File: src/sv/urf_pkg.sv
package urf_pkg;

    // Event codes carried in the func field
    localparam logic [1:0] FUNC_SEND    = 2'd0;
    localparam logic [1:0] FUNC_MEASURE = 2'd1;
    localparam logic [1:0] FUNC_ECHO    = 2'd2;

    // Echo phase codes
    localparam logic [1:0] PH_WAIT    = 2'd0;
    localparam logic [1:0] PH_HIGH    = 2'd1;
    localparam logic [1:0] PH_DONE    = 2'd2;
    localparam logic [1:0] PH_TIMEOUT = 2'd3;

    // Configuration register indexes
    localparam logic [2:0] CFG_TRIGGER_SKIP = 3'd0;
    localparam logic [2:0] CFG_TIMEOUT_US   = 3'd1;
    localparam logic [2:0] CFG_MAX_DIST     = 3'd2;
    localparam logic [2:0] CFG_MIN_VALID    = 3'd3;
    localparam logic [2:0] CFG_QUALIFY      = 3'd4;
    localparam logic [2:0] CFG_FLOOR_DIST   = 3'd5;

    localparam int unsigned CFG_IDX_W  = 3;
    localparam int unsigned CFG_DATA_W = 16;

    // Reset values of the configuration registers
    localparam logic [7:0]  RST_TRIGGER_SKIP = 8'd4;
    localparam logic [15:0] RST_TIMEOUT_US   = 16'd6000;
    localparam logic [6:0]  RST_MAX_DIST     = 7'd102;
    localparam logic [6:0]  RST_MIN_VALID    = 7'd10;
    localparam logic [2:0]  RST_QUALIFY      = 3'd5;
    localparam logic [6:0]  RST_FLOOR_DIST   = 7'd2;

    // width*17/1000 == (width*CM_MUL) >> CM_SHIFT, exact for width < CM_LIMIT.
    // At or above CM_LIMIT the result is 128 or more and saturates.
    localparam int unsigned CM_LIMIT  = 7530;
    localparam int unsigned CM_IN_W   = 13;
    localparam int unsigned CM_MUL    = 18253614;
    localparam int unsigned CM_MUL_W  = 25;
    localparam int unsigned CM_SHIFT  = 30;
    localparam int unsigned CM_PROD_W = CM_IN_W + CM_MUL_W;

    typedef struct packed {
        logic [7:0]  trigger_skip;
        logic [15:0] timeout_us;
        logic [6:0]  max_distance;
        logic [6:0]  min_valid_distance;
        logic [2:0]  qualify_count;
        logic [6:0]  floor_distance;
    } t_cfg;

endpackage

File: src/sv/urf_req_if.sv
interface urf_req_if;
    logic        valid;
    logic        ready;
    logic [1:0]  func;
    logic [23:0] now_us;

    modport source (output valid, output func, output now_us, input ready);
    modport sink   (input valid, input func, input now_us, output ready);
endinterface

File: src/sv/urf_rsp_if.sv
interface urf_rsp_if;
    logic       valid;
    logic       ready;
    logic       trigger_pulse;
    logic [6:0] distance_cm;
    logic [1:0] echo_phase;

    modport source (output valid, output trigger_pulse, output distance_cm,
                    output echo_phase, input ready);
    modport sink   (input valid, input trigger_pulse, input distance_cm,
                    input echo_phase, output ready);
endinterface

File: src/sv/urf_cfg_regs.sv
module urf_cfg_regs (
    input  logic                           i_clk,
    input  logic                           i_rst_n,
    input  logic                           i_cfg_we,
    input  logic [urf_pkg::CFG_IDX_W-1:0]  i_cfg_idx,
    input  logic [urf_pkg::CFG_DATA_W-1:0] i_cfg_wdata,
    output urf_pkg::t_cfg                  o_cfg
);
    import urf_pkg::*;

    t_cfg r_cfg;

    // Register file; writes outside the list are dropped
    always_ff @(posedge i_clk) begin
        if (!i_rst_n) begin
            r_cfg.trigger_skip       <= RST_TRIGGER_SKIP;
            r_cfg.timeout_us         <= RST_TIMEOUT_US;
            r_cfg.max_distance       <= RST_MAX_DIST;
            r_cfg.min_valid_distance <= RST_MIN_VALID;
            r_cfg.qualify_count      <= RST_QUALIFY;
            r_cfg.floor_distance     <= RST_FLOOR_DIST;
        end else if (i_cfg_we) begin
            case (i_cfg_idx)
                CFG_TRIGGER_SKIP: r_cfg.trigger_skip       <= i_cfg_wdata[7:0];
                CFG_TIMEOUT_US:   r_cfg.timeout_us         <= i_cfg_wdata;
                CFG_MAX_DIST:     r_cfg.max_distance       <= i_cfg_wdata[6:0];
                CFG_MIN_VALID:    r_cfg.min_valid_distance <= i_cfg_wdata[6:0];
                CFG_QUALIFY:      r_cfg.qualify_count      <= i_cfg_wdata[2:0];
                CFG_FLOOR_DIST:   r_cfg.floor_distance     <= i_cfg_wdata[6:0];
                default: ;
            endcase
        end
    end

    assign o_cfg = r_cfg;
endmodule

File: src/sv/urf_cm_conv.sv
module urf_cm_conv #(
    parameter int unsigned STAMP_BITS = 24
) (
    input  logic [STAMP_BITS-1:0] i_width,
    output logic [7:0]            o_raw_cm
);
    import urf_pkg::*;

    logic                 in_range;
    logic [CM_PROD_W-1:0] prod;

    // Reciprocal multiply; results of 128 and up saturate to 255, which
    // compares the same against any 7-bit limit
    assign in_range = (i_width < STAMP_BITS'(CM_LIMIT));
    assign prod     = CM_PROD_W'(i_width[CM_IN_W-1:0]) * CM_PROD_W'(CM_MUL);
    assign o_raw_cm = in_range ? {1'b0, prod[CM_SHIFT+6:CM_SHIFT]} : 8'hFF;
endmodule

File: src/sv/urf_core.sv
module urf_core #(
    parameter int unsigned STAMP_BITS = 24
) (
    input  logic          i_clk,
    input  logic          i_rst_n,
    input  urf_pkg::t_cfg i_cfg,
    input  logic          i_fire,
    input  logic [1:0]    i_func,
    input  logic [23:0]   i_now,
    output logic          o_trig,
    output logic [6:0]    o_dist,
    output logic [1:0]    o_phase
);
    import urf_pkg::*;

    logic [7:0]            r_send_cnt, n_send_cnt;
    logic [1:0]            r_phase, n_phase;
    logic [STAMP_BITS-1:0] r_echo_start, n_echo_start;
    logic [STAMP_BITS-1:0] r_echo_width, n_echo_width;
    logic [6:0]            r_dist, n_dist;
    logic [2:0]            r_run, n_run;

    logic [STAMP_BITS-1:0] now_s;
    logic [STAMP_BITS-1:0] elapsed;
    logic [7:0]            conv_cm;
    logic [7:0]            max8;
    logic [7:0]            raw;
    logic [7:0]            qual;
    logic [3:0]            run;
    logic                  trig;

    assign now_s   = STAMP_BITS'(i_now);
    assign elapsed = now_s - r_echo_start;
    assign max8    = {1'b0, i_cfg.max_distance};

    urf_cm_conv #(.STAMP_BITS(STAMP_BITS)) u_conv (
        .i_width  (r_echo_width),
        .o_raw_cm (conv_cm)
    );

    // Next state for one request
    always_comb begin
        n_send_cnt   = r_send_cnt;
        n_phase      = r_phase;
        n_echo_start = r_echo_start;
        n_echo_width = r_echo_width;
        n_dist       = r_dist;
        n_run        = r_run;
        trig         = 1'b0;
        raw          = {1'b0, r_dist};
        qual         = 8'd0;
        run          = 4'd0;
        case (i_func)
            FUNC_SEND: begin
                if (r_send_cnt > i_cfg.trigger_skip) begin
                    trig         = 1'b1;
                    n_phase      = PH_WAIT;
                    n_echo_width = '0;
                    n_send_cnt   = 8'd0;
                end else begin
                    n_send_cnt = r_send_cnt + 8'd1;
                end
            end
            FUNC_MEASURE: begin
                // raw reading
                if (r_phase == PH_DONE) begin
                    raw = conv_cm;
                end else if (r_phase == PH_HIGH &&
                             elapsed > STAMP_BITS'(i_cfg.timeout_us)) begin
                    n_phase = PH_TIMEOUT;
                    raw     = max8;
                end
                // qualification run
                if (raw < max8 && raw > {1'b0, i_cfg.min_valid_distance}) begin
                    run = {1'b0, r_run} + 4'd1;
                end
                if (run > {1'b0, i_cfg.qualify_count}) begin
                    n_run = i_cfg.qualify_count;
                    qual  = raw;
                end else begin
                    n_run = run[2:0];
                    qual  = max8;
                end
                // clamp, upper limit first
                if (qual > max8) begin
                    n_dist = i_cfg.max_distance;
                end else if (qual < {1'b0, i_cfg.floor_distance}) begin
                    n_dist = i_cfg.floor_distance;
                end else begin
                    n_dist = qual[6:0];
                end
            end
            FUNC_ECHO: begin
                if (r_phase == PH_WAIT) begin
                    n_echo_start = now_s;
                    n_phase      = PH_HIGH;
                end else if (r_phase == PH_HIGH) begin
                    n_echo_width = elapsed;
                    n_phase      = PH_DONE;
                end
            end
            default: ;
        endcase
    end

    // State update
    always_ff @(posedge i_clk) begin
        if (!i_rst_n) begin
            r_send_cnt   <= 8'd0;
            r_phase      <= PH_WAIT;
            r_echo_start <= '0;
            r_echo_width <= '0;
            r_dist       <= 7'd0;
            r_run        <= 3'd0;
        end else if (i_fire) begin
            r_send_cnt   <= n_send_cnt;
            r_phase      <= n_phase;
            r_echo_start <= n_echo_start;
            r_echo_width <= n_echo_width;
            r_dist       <= n_dist;
            r_run        <= n_run;
        end
    end

    assign o_trig  = trig;
    assign o_dist  = n_dist;
    assign o_phase = n_phase;
endmodule

File: src/sv/ultrasonic_range_finder_unit.sv
// Ultrasonic ranger controller.
// i_req_ch carries one event per request: func (send tick, measure tick or
// echo edge) and now_us, a free-running microsecond stamp. o_rsp_ch returns
// exactly one result per request: trigger_pulse, distance_cm and echo_phase,
// in request order.
// Registers are written through i_cfg_we / i_cfg_idx / i_cfg_wdata while no
// request is in flight; the user must ensure this, as the block does not
// enforce it. They take effect on the next request. A request is held in the
// input register from acceptance; when it fires, the controller state updates
// and the result register loads. Throughput: one request per cycle while the
// receiver takes results, set by the update of the controller state, which
// each request reads and writes. When the receiver stalls, the result
// register holds and the input register still takes one more request;
// i_req_ch.ready drops only when both are full.
// Reset (synchronous, active low) clears the state and both pipeline valid
// flags and loads the register defaults; no clearing pass is needed.
module ultrasonic_range_finder_unit #(
    parameter int unsigned STAMP_BITS = 24
) (
    input  logic                           i_clk,
    input  logic                           i_rst_n,
    urf_req_if.sink                        i_req_ch,
    urf_rsp_if.source                      o_rsp_ch,
    input  logic                           i_cfg_we,
    input  logic [urf_pkg::CFG_IDX_W-1:0]  i_cfg_idx,
    input  logic [urf_pkg::CFG_DATA_W-1:0] i_cfg_wdata
);
    import urf_pkg::*;

    t_cfg        cfg;
    logic        r_in_valid;
    logic [1:0]  r_func;
    logic [23:0] r_now;
    logic        r_out_valid;
    logic        r_trig;
    logic [6:0]  r_dist;
    logic [1:0]  r_phase;

    logic        advance;
    logic        fire;
    logic        accept;
    logic        n_trig;
    logic [6:0]  n_dist;
    logic [1:0]  n_phase;

    urf_cfg_regs u_cfg (
        .i_clk       (i_clk),
        .i_rst_n     (i_rst_n),
        .i_cfg_we    (i_cfg_we),
        .i_cfg_idx   (i_cfg_idx),
        .i_cfg_wdata (i_cfg_wdata),
        .o_cfg       (cfg)
    );

    // Handshake control
    assign advance        = !r_out_valid || o_rsp_ch.ready;
    assign fire           = r_in_valid && advance;
    assign i_req_ch.ready = !r_in_valid || advance;
    assign accept         = i_req_ch.valid && i_req_ch.ready;

    // Input register
    always_ff @(posedge i_clk) begin
        if (!i_rst_n) begin
            r_in_valid <= 1'b0;
        end else if (accept) begin
            r_in_valid <= 1'b1;
        end else if (fire) begin
            r_in_valid <= 1'b0;
        end
    end

    always_ff @(posedge i_clk) begin
        if (accept) begin
            r_func <= i_req_ch.func;
            r_now  <= i_req_ch.now_us;
        end
    end

    urf_core #(.STAMP_BITS(STAMP_BITS)) u_core (
        .i_clk   (i_clk),
        .i_rst_n (i_rst_n),
        .i_cfg   (cfg),
        .i_fire  (fire),
        .i_func  (r_func),
        .i_now   (r_now),
        .o_trig  (n_trig),
        .o_dist  (n_dist),
        .o_phase (n_phase)
    );

    // Result register
    always_ff @(posedge i_clk) begin
        if (!i_rst_n) begin
            r_out_valid <= 1'b0;
        end else if (fire) begin
            r_out_valid <= 1'b1;
        end else if (o_rsp_ch.ready) begin
            r_out_valid <= 1'b0;
        end
    end

    always_ff @(posedge i_clk) begin
        if (fire) begin
            r_trig  <= n_trig;
            r_dist  <= n_dist;
            r_phase <= n_phase;
        end
    end

    assign o_rsp_ch.valid         = r_out_valid;
    assign o_rsp_ch.trigger_pulse = r_trig;
    assign o_rsp_ch.distance_cm   = r_dist;
    assign o_rsp_ch.echo_phase    = r_phase;
endmodule

File: src/flat_wrapper.sv
// flat-port wrapper written by rule: the top's interface ports become plain ports
module ultrasonic_range_finder_unit_flat import urf_pkg::*;
#(
    parameter int unsigned STAMP_BITS = 24
)
  (i_clk, i_rst_n, i_cfg_we, i_cfg_idx, i_cfg_wdata, i_req_ch_valid, i_req_ch_func, i_req_ch_now_us, i_req_ch_ready, o_rsp_ch_valid, o_rsp_ch_trigger_pulse, o_rsp_ch_distance_cm, o_rsp_ch_echo_phase, o_rsp_ch_ready);
  urf_req_if i_req_ch_i ();
  urf_rsp_if o_rsp_ch_i ();
  input  logic i_clk;
  input  logic i_rst_n;
  input  logic i_cfg_we;
  input  logic [urf_pkg::CFG_IDX_W-1:0] i_cfg_idx;
  input  logic [urf_pkg::CFG_DATA_W-1:0] i_cfg_wdata;
  input wire logic [$bits(i_req_ch_i.valid)-1:0] i_req_ch_valid;
  input wire logic [$bits(i_req_ch_i.func)-1:0] i_req_ch_func;
  input wire logic [$bits(i_req_ch_i.now_us)-1:0] i_req_ch_now_us;
  output wire logic [$bits(i_req_ch_i.ready)-1:0] i_req_ch_ready;
  output wire logic [$bits(o_rsp_ch_i.valid)-1:0] o_rsp_ch_valid;
  output wire logic [$bits(o_rsp_ch_i.trigger_pulse)-1:0] o_rsp_ch_trigger_pulse;
  output wire logic [$bits(o_rsp_ch_i.distance_cm)-1:0] o_rsp_ch_distance_cm;
  output wire logic [$bits(o_rsp_ch_i.echo_phase)-1:0] o_rsp_ch_echo_phase;
  input wire logic [$bits(o_rsp_ch_i.ready)-1:0] o_rsp_ch_ready;
  assign i_req_ch_i.valid = i_req_ch_valid;
  assign i_req_ch_i.func = i_req_ch_func;
  assign i_req_ch_i.now_us = i_req_ch_now_us;
  assign i_req_ch_ready = i_req_ch_i.ready;
  assign o_rsp_ch_valid = o_rsp_ch_i.valid;
  assign o_rsp_ch_trigger_pulse = o_rsp_ch_i.trigger_pulse;
  assign o_rsp_ch_distance_cm = o_rsp_ch_i.distance_cm;
  assign o_rsp_ch_echo_phase = o_rsp_ch_i.echo_phase;
  assign o_rsp_ch_i.ready = o_rsp_ch_ready;
  ultrasonic_range_finder_unit #(.STAMP_BITS(STAMP_BITS)) u_core (.i_clk(i_clk), .i_rst_n(i_rst_n), .i_req_ch(i_req_ch_i), .o_rsp_ch(o_rsp_ch_i), .i_cfg_we(i_cfg_we), .i_cfg_idx(i_cfg_idx), .i_cfg_wdata(i_cfg_wdata));
endmodule
File: config.mk
export PLATFORM = sky130hd
export DESIGN_NAME = ultrasonic_range_finder_unit_flat
export DESIGN_NICKNAME = d
export VERILOG_FILES = /design/src/sv/urf_pkg.sv /design/src/sv/urf_req_if.sv /design/src/sv/urf_rsp_if.sv /design/src/sv/urf_cfg_regs.sv /design/src/sv/urf_cm_conv.sv /design/src/sv/urf_core.sv /design/src/sv/ultrasonic_range_finder_unit.sv /design/src/flat_wrapper.sv
export SDC_FILE = /design/constraint.sdc
export NUM_CORES = 1
export LEC_CHECK = 0
export BUFFER_PORTS_ARGS = -buffer_cell sky130_fd_sc_hd__buf_4
export CAP_MARGIN = 20
export CORE_MARGIN = 2
export CORE_UTILIZATION = 50
export CTS_BUF_LIST = sky130_fd_sc_hd__clkbuf_4 sky130_fd_sc_hd__clkbuf_8
export CTS_CLUSTER_DIAMETER = 150
export DETAILED_ROUTE_END_ITERATION = 12
export PLACE_DENSITY = 0.67
export SETUP_SLACK_MARGIN = 0.02
export SYNTH_ARGS = -nofsm -noshare
export SYNTH_HDL_FRONTEND = slang
export SYNTH_SLANG_ARGS = --single-unit
File: constraint.sdc
create_clock -name i_clk -period 16.9 [get_ports i_clk]
set_input_delay 0.845 -clock i_clk [delete_from_list [all_inputs] [get_ports i_clk]]
set_output_delay 0.845 -clock i_clk [all_outputs]
set_load 0.02 [all_outputs]
# Word-level counts from Yosys, hierarchy flattened
# Cells that the tools add are included.
dict set report op_classes {
  n_mux 28
  n_eq_ne 12
  reduce_logical 24
  order_cmp 8
  n_addsub 3
  mul 1
}
# operator n
set op_table {}
lappend op_table {{24-bit two-way mux} 3}
lappend op_table {{8-bit two-way mux} 6}
lappend op_table {{24-bit one-hot mux with 2 select lines} 1}
lappend op_table {{13-bit by 24-bit multiplier with 36-bit output, second input constant} 1}
lappend op_table {{7-bit two-way mux} 4}
lappend op_table {{24-bit by 16-bit greater-than comparator with 1-bit output} 1}
lappend op_table {{24-bit by 13-bit < comparator with 1-bit output, second input constant} 1}
lappend op_table {{24-bit subtractor} 1}
lappend op_table {{8-bit by 7-bit greater-than comparator with 1-bit output} 2}
lappend op_table {{8-bit by 7-bit < comparator with 1-bit output} 2}
lappend op_table {{2-bit AND reduction} 8}
lappend op_table {{2-bit two-way mux} 5}
lappend op_table {{8-bit by 1-bit adder with 8-bit output, second input constant} 1}
lappend op_table {{8-bit greater-than comparator} 1}
lappend op_table {{4-bit two-way mux} 2}
lappend op_table {{3-bit by 2-bit equality test with 1-bit output, second input constant} 2}
lappend op_table {{3-bit equality test, second input constant} 2}
lappend op_table {{2-bit != test, second input constant} 3}
lappend op_table {{2-bit one-hot mux with 3 select lines} 1}
lappend op_table {{2-bit nonzero test} 3}
lappend op_table {{1-bit two-way mux} 5}
lappend op_table {{5-bit AND reduction} 1}
lappend op_table {{3-bit by 1-bit adder with 4-bit output, second input constant} 1}
lappend op_table {{2-bit by 1-bit equality test with 1-bit output, second input constant} 2}
lappend op_table {{10 further kinds} 17}
dict set report word_totals {
  in_bits 50
  output_inout_bits 12
  word_cells 95
  reg_bits 154
}

# Depth between registers and ports, before layout
dict set report logic_depth {
  ltp_word 17
  ltp_mapped 52
  depth_no_buf 52
}

# Hierarchy
# A second synthesis with hierarchy kept.
dict set report hier_totals {
  cells_unflattened 1616
  hier_area_um2 14244.9
}
# mod cells_per_inst instances area_per_inst_um2 seq_area_each_um2
set by_module_without_submodules {}
lappend by_module_without_submodules {urf_core 836 1 6218.5 1361.3}
lappend by_module_without_submodules {urf_cm_conv 545 1 4899.7 0.0}
lappend by_module_without_submodules {urf_cfg_regs 190 1 1941.9 960.9}
lappend by_module_without_submodules {ultrasonic_range_finder_unit 45 1 1184.9 1121.1}

# Least setup slack after synthesis
# No wires, ideal clock.
dict set report synth_timing {
  path_kind {register to register}
  from {register u_core.u_core.r_echo_width[2]}
  to {register u_core.r_dist[6] (netlist: u_core.o_rsp_ch.distance_cm[6]) (data pin)}
  arrival_ps 10000
  setup_slack_ps 6644
  path_stages_with_launch 50
  n_path_buf 1
  cell_sequence {dfxtp_1 > inv_1 > ha_1 > fa_1 > inv_1 > fa_1 > inv_1 > fa_1 > inv_1 > fa_1 > ha_1 > and3_1 > a221oi_1 > nor3b_1 > or4_1 > a31oi_1 > inv_1 > a21oi_1 > (+14 left out) > o21ai_0 > inv_1 > o21ai_1 > nand2_1 > o21a_1 > nor2_1 > ha_1 > nor2b_1 > o21a_1 > o21a_1 > o21a_1 > o21a_1 > o21a_1 > o22a_1 > a21oi_1 > clkbuf_1 > a31oi_1 > a31o_2}
}
dict set report synth_via {
  elab_chain_cells 15
  elab_cells_between_ends 18
}
# element line_no
set synth_rtl {}
lappend synth_rtl {{start: declaration} urf_core.sv:19} ;# logic [STAMP_BITS-1:0] r_echo_width, n_echo_width;
lappend synth_rtl {{start signal: assignment} urf_core.sv:119} ;# r_echo_width <= n_echo_width;
lappend synth_rtl {{13-bit by 24-bit multiplier with 36-bit output or 24-bit by 13-bit < comparator with 1-bit output (tied branches)} {urf_cm_conv.sv:15, urf_cm_conv.sv:14}}
lappend synth_rtl {{8-bit two-way mux *} urf_cm_conv.sv:16} ;# assign o_raw_cm = in_range ? {1'b0, prod[CM_SHIFT+6:CM_SHIFT]} : 8'hFF;
lappend synth_rtl {{8-bit two-way mux *} urf_core.sv:66} ;# if (r_phase == PH_DONE) begin
lappend synth_rtl {{8-bit two-way mux *} urf_core.sv:53} ;# case (i_func)
lappend synth_rtl {{8-bit by 7-bit < comparator with 1-bit output or 8-bit by 7-bit greater-than comparator with 1-bit output (tied branches)} urf_core.sv:74} ;# if (raw < max8 && raw > {1'b0, i_cfg.min_valid_distance}) begin
lappend synth_rtl {{1-bit logical AND} urf_core.sv:74}
lappend synth_rtl {{4-bit two-way mux} urf_core.sv:74}
lappend synth_rtl {{4-bit two-way mux} urf_core.sv:53}
lappend synth_rtl {{4-bit by 3-bit greater-than comparator with 1-bit output} urf_core.sv:77} ;# if (run > {1'b0, i_cfg.qualify_count}) begin
lappend synth_rtl {{8-bit two-way mux *} urf_core.sv:77}
lappend synth_rtl {{8-bit two-way mux *} urf_core.sv:53}
lappend synth_rtl {{8-bit by 7-bit < comparator with 1-bit output} urf_core.sv:87} ;# end else if (qual < {1'b0, i_cfg.floor_distance}) begin
lappend synth_rtl {{7-bit two-way mux} urf_core.sv:87}
lappend synth_rtl {{7-bit two-way mux *} urf_core.sv:85} ;# if (qual > max8) begin
lappend synth_rtl {{7-bit two-way mux *} urf_core.sv:53}
lappend synth_rtl {{via u_core.n_dist[6]} ultrasonic_range_finder_unit.sv:43} ;# logic [6:0] n_dist;
lappend synth_rtl {{end signal: assignment} ultrasonic_range_finder_unit.sv:105} ;# r_dist <= n_dist;
lappend synth_rtl {{end: declaration} ultrasonic_range_finder_unit.sv:36} ;# logic [6:0] r_dist;
# Mark *: on every way through the listed nets, which the timed path passes. The rest lies on a longest branch. The select of a mux whose other input is x is not followed.
# A chain may end at the register's enable or synchronous reset.

# Worst setup path after layout
dict set report layout_timing {
  from {register u_core.u_core.r_echo_width[5]}
  to {register u_core.r_dist[6] (netlist: u_core.o_rsp_ch.distance_cm[6]) (data pin)}
}
# The elaborated chain is that of the path after synthesis.

==> qor.tcl <==
set qor(detail_route.vias_per_cell) 5.55
set qor(number_of_filler_instances_in_the_final_layout) 2428
set qor(grt_setup_unrepaired) {no}
set qor(final_max_slew_viol_count) 0
set qor(htree_levels) 4
set qor(worst_slack_ns) 4.84
set qor(unique_cell_type_count_in_the_yosys_netlist) 76
set qor(layout.cells.non_filler) 1921
set qor(placement.io_buffers) 61
set qor(cellLeakagePower_nw) 6.87
set qor(yosys_warnings) 0
set qor(chipWidth_um) 167
set qor(synth_top_family_by_area) {adder cells}
set qor(synthesized_area_fraction_occupied_by_adder_cells_pct) 32.3
set qor(finish.instance_area_um2) 14600
set qor(run_status) {finished, violations left}
set qor(hold_viol) 0
set qor(ctsRootBufferMaster) {clkbuf_8}
set qor(synthesized_cell_area_um2) 13400
set qor(cp_slowest_stage_delay_ns) 0.76
set qor(max_cap_violations) 0
set qor(synth_compound_gate_area_share_pct) 16.7
set qor(number_of_flops_mapped_to_enable_cells_by_yosys) 36
set qor(synth.mux.area_fraction_pct) 1.16
set qor(cts_sinks) 154
set qor(post_synth_xor_area_fraction_pct) 2.03
set qor(path_class) {register to register}
set qor(number_of_antenna_violations_at_the_first_check_in_global_routing) 0
set qor(floorplan.initialDensity_pct) 51.1
set qor(final_core_util_pct) 55.7
set qor(final_period_minus_worst_setup_slack_ns) 12.06
set qor(asyncSetResetFlopFracSynth_pct) 0
set qor(violations) {design-rule violations}
set qor(synth_simple_gate_area_share_pct) 13.9
set qor(layout.cells.most_common) {inv_1}
set qor(mappedNetlistNets) 1872
set qor(max_freq_mhz) 82.9
set qor(tritoncts) {built}
set qor(post_synth.cell_area_avg_um2) 8.73
set qor(detail_route.drc_violations) 3
set qor(gr-usage-all-layers_pct) 24.2
set qor(antenna_violating_nets_left) 0
set qor(clk_transition_reported_paths_ns) 0.10
set qor(post_cts_hold_buffer_count) 0
set qor(pre_cts_ws_ns) 4.98
set qor(routabilityCongestion) 0.918
set qor(detailedRoute.firstIterationViolations) 669
set qor(antenna_cells) 0
set qor(worst_path_max_delay_cell) {a21oi_1}
set qor(setup_viol) 0
set qor(fp-row-count) 59
set qor(worstMarginPinSlew_ns) 0.984
set qor(cts_repair_resize_count) 0
set qor(die-area_um2) 28000
set qor(crit_path_max_fanout) 15
set qor(final_layout_net_count) 1915
set qor(cts_post_setup_buffers_inserted) 0
set qor(netlist_instances) 1530
set qor(ir_worst_vdd_uv) 42.2
set qor(first_pass_iters) 8
set qor(ys_seq_elements) 154
set qor(core_um2) 26100
set qor(fin_skew_ns) 0.0253
set qor(worstSetupEndpointType) {register}
set qor(grt_first_pass_wirelength_um) 53800
set qor(drive_gt1_share_pct) 7.57
set qor(cp.required_ns) 17.14
set qor(gr-total-overflow) 0
set qor(worstPathArrival_ns) 12.30
set qor(via_count) 10700
set qor(fin_tns_setup_ns) 0
set qor(post_detailed_routing_wire_length_um) 33000
set qor(post-place-cells) 1887
set qor(hp-class) {register to register}
set qor(number_of_global_route_vias_before_repair) 10600
set qor(power_density_nw_per_um2) 59.0
set qor(synth_flop_cell) {dfxtp_1}
set qor(seq_area_frac_synth_pct) 25.8
set qor(dpl-instance-area_um2) 14100
set qor(cts_made_buffers) 17
set qor(place.detailed.hpwl_um) 26800
set qor(worst_relative_slew_slack_pct) 34.4
set qor(detail_route.wl_per_cell_um) 17.2
set qor(layout.cells.most_common_list) {inv_1 (239), ha_1 (205), nand2_1 (192)}
set qor(startpoint_type) {register}
set qor(ios) 62
set qor(maximum_number_of_buffers_from_clock_root_to_sink) 2
set qor(worstSkewPairLatency_ns) 0.49
set qor(die_height_um) 167
set qor(layout_worst_path_cycle_share_pct) 71.4
set qor(flow.area_growth_from_synthesis_pct) 8.99
set qor(maximum_number_of_pins_on_one_net_before_global_route_repair) 56
## layout make-up
cell class | count | area (um2) | area share [%]
Inverter | 241 | 905 | 6.22
Tap cell | 335 | 419 | 2.88
Multi-Input combinational cell | 1091 | 8830 | 60.7
Timing Repair Buffer | 68 | 534 | 3.67
Sequential cell | 154 | 3440 | 23.7
Clock buffer | 17 | 234 | 1.61
Clock inverter | 15 | 186 | 1.28
## flip-flops by register name, summed over array words and instances, names as in the netlist
register and count:
u_core.o_rsp_ch.echo_phase 2, u_core.u_core.r_run 3, u_core.u_core.r_echo_start 24, u_core.r_now 24, u_core.u_core.r_phase 2, u_core.u_core.r_dist 7, u_core.u_core.r_send_cnt 8, u_core.r_in_valid 1
u_core.u_cfg.o_cfg 48, u_core.o_rsp_ch.distance_cm 7, u_core.r_func 2, u_core.o_rsp_ch.valid 1, u_core.o_rsp_ch.trigger_pulse 1, u_core.u_core.r_echo_width 24
## kinds of logic after synthesis
family | count (synthesis)
flops | 154
fa+ha+maj | 292
compound gates | 340
simple gates | 413
buf+inv | 285
xor+xnor | 31
mux | 15
## per-layer routing
layer	global-route usage (%)	up-vias	share of wire (%)
met3	3.95	43	4.6
met1	33.0	5086	47
met4	5.29	0	1.3
li1	-	5279	-
met5	0	-	0
met2	40.5	261	47
## per-stage QoR
| stage | hold WS, ns | power (mW) |
|---|---|---|
| finish | 0.458 | 0.859 |
| global route | 0.481 | 0.897 |
| CTS | 0.460 | 0.859 |
| detailed placement | 0.447 | 0.564 |
| global placement | 0.441 | 0.561 |
| floorplan | 0.436 | 0.516 |
## path summary, 6_finish.rpt
kind                                                              endpoint  depth (start not counted)                                        from  slack, ns
worst max-delay path              u_core.o_rsp_ch.distance_cm[6]$_DFFE_PP_                         47  u_core.u_core.r_echo_width[5]$_SDFFE_PN0P_       4.84
worst min-delay path            u_core.u_core.r_echo_start[6]$_SDFFE_PN0P_                          2  u_core.u_core.r_echo_start[6]$_SDFFE_PN0P_       0.46
worst max register to register    u_core.o_rsp_ch.distance_cm[6]$_DFFE_PP_                         47  u_core.u_core.r_echo_width[5]$_SDFFE_PN0P_       4.84
worst min register to register  u_core.u_core.r_echo_start[6]$_SDFFE_PN0P_                          2  u_core.u_core.r_echo_start[6]$_SDFFE_PN0P_       0.46
## Yosys cell counts (all sizes together) (18+ instances only)
library cell | instances | area, um2
inv | 240 | 901
ha | 205 | 2560
nand2 | 192 | 721
a21oi | 127 | 636
dfxtp | 118 | 2360
nor2 | 100 | 378
fa | 87 | 1740
o21ai | 48 | 240
clkbuf | 40 | 150
edfxtp | 36 | 1080
a21o | 28 | 218
o211ai | 23 | 173
o21a | 23 | 173
nand4 | 18 | 113
xnor2 | 18 | 158
## worst max-delay path: cells and delay by family, from the launching register on
kind | cells | cell delay [ns]
AOI/OAI and AO/OA | 25 | 5.95
adders and majority gates | 9 | 3.27
buffers and inverters | 5 | 0.40
DFF | 1 | 0.72
and+or+nand+nor | 8 | 1.50
## power breakdown
part	switching (mW)	leakage [nW]	internal [mW]
Clock	0.184	0.210	0.115
Sequential	0.00733	1.31	0.388
Combinational	0.0992	5.35	0.0648
Total	0.291	6.87	0.568
Power figures use the tool's default switching activity.
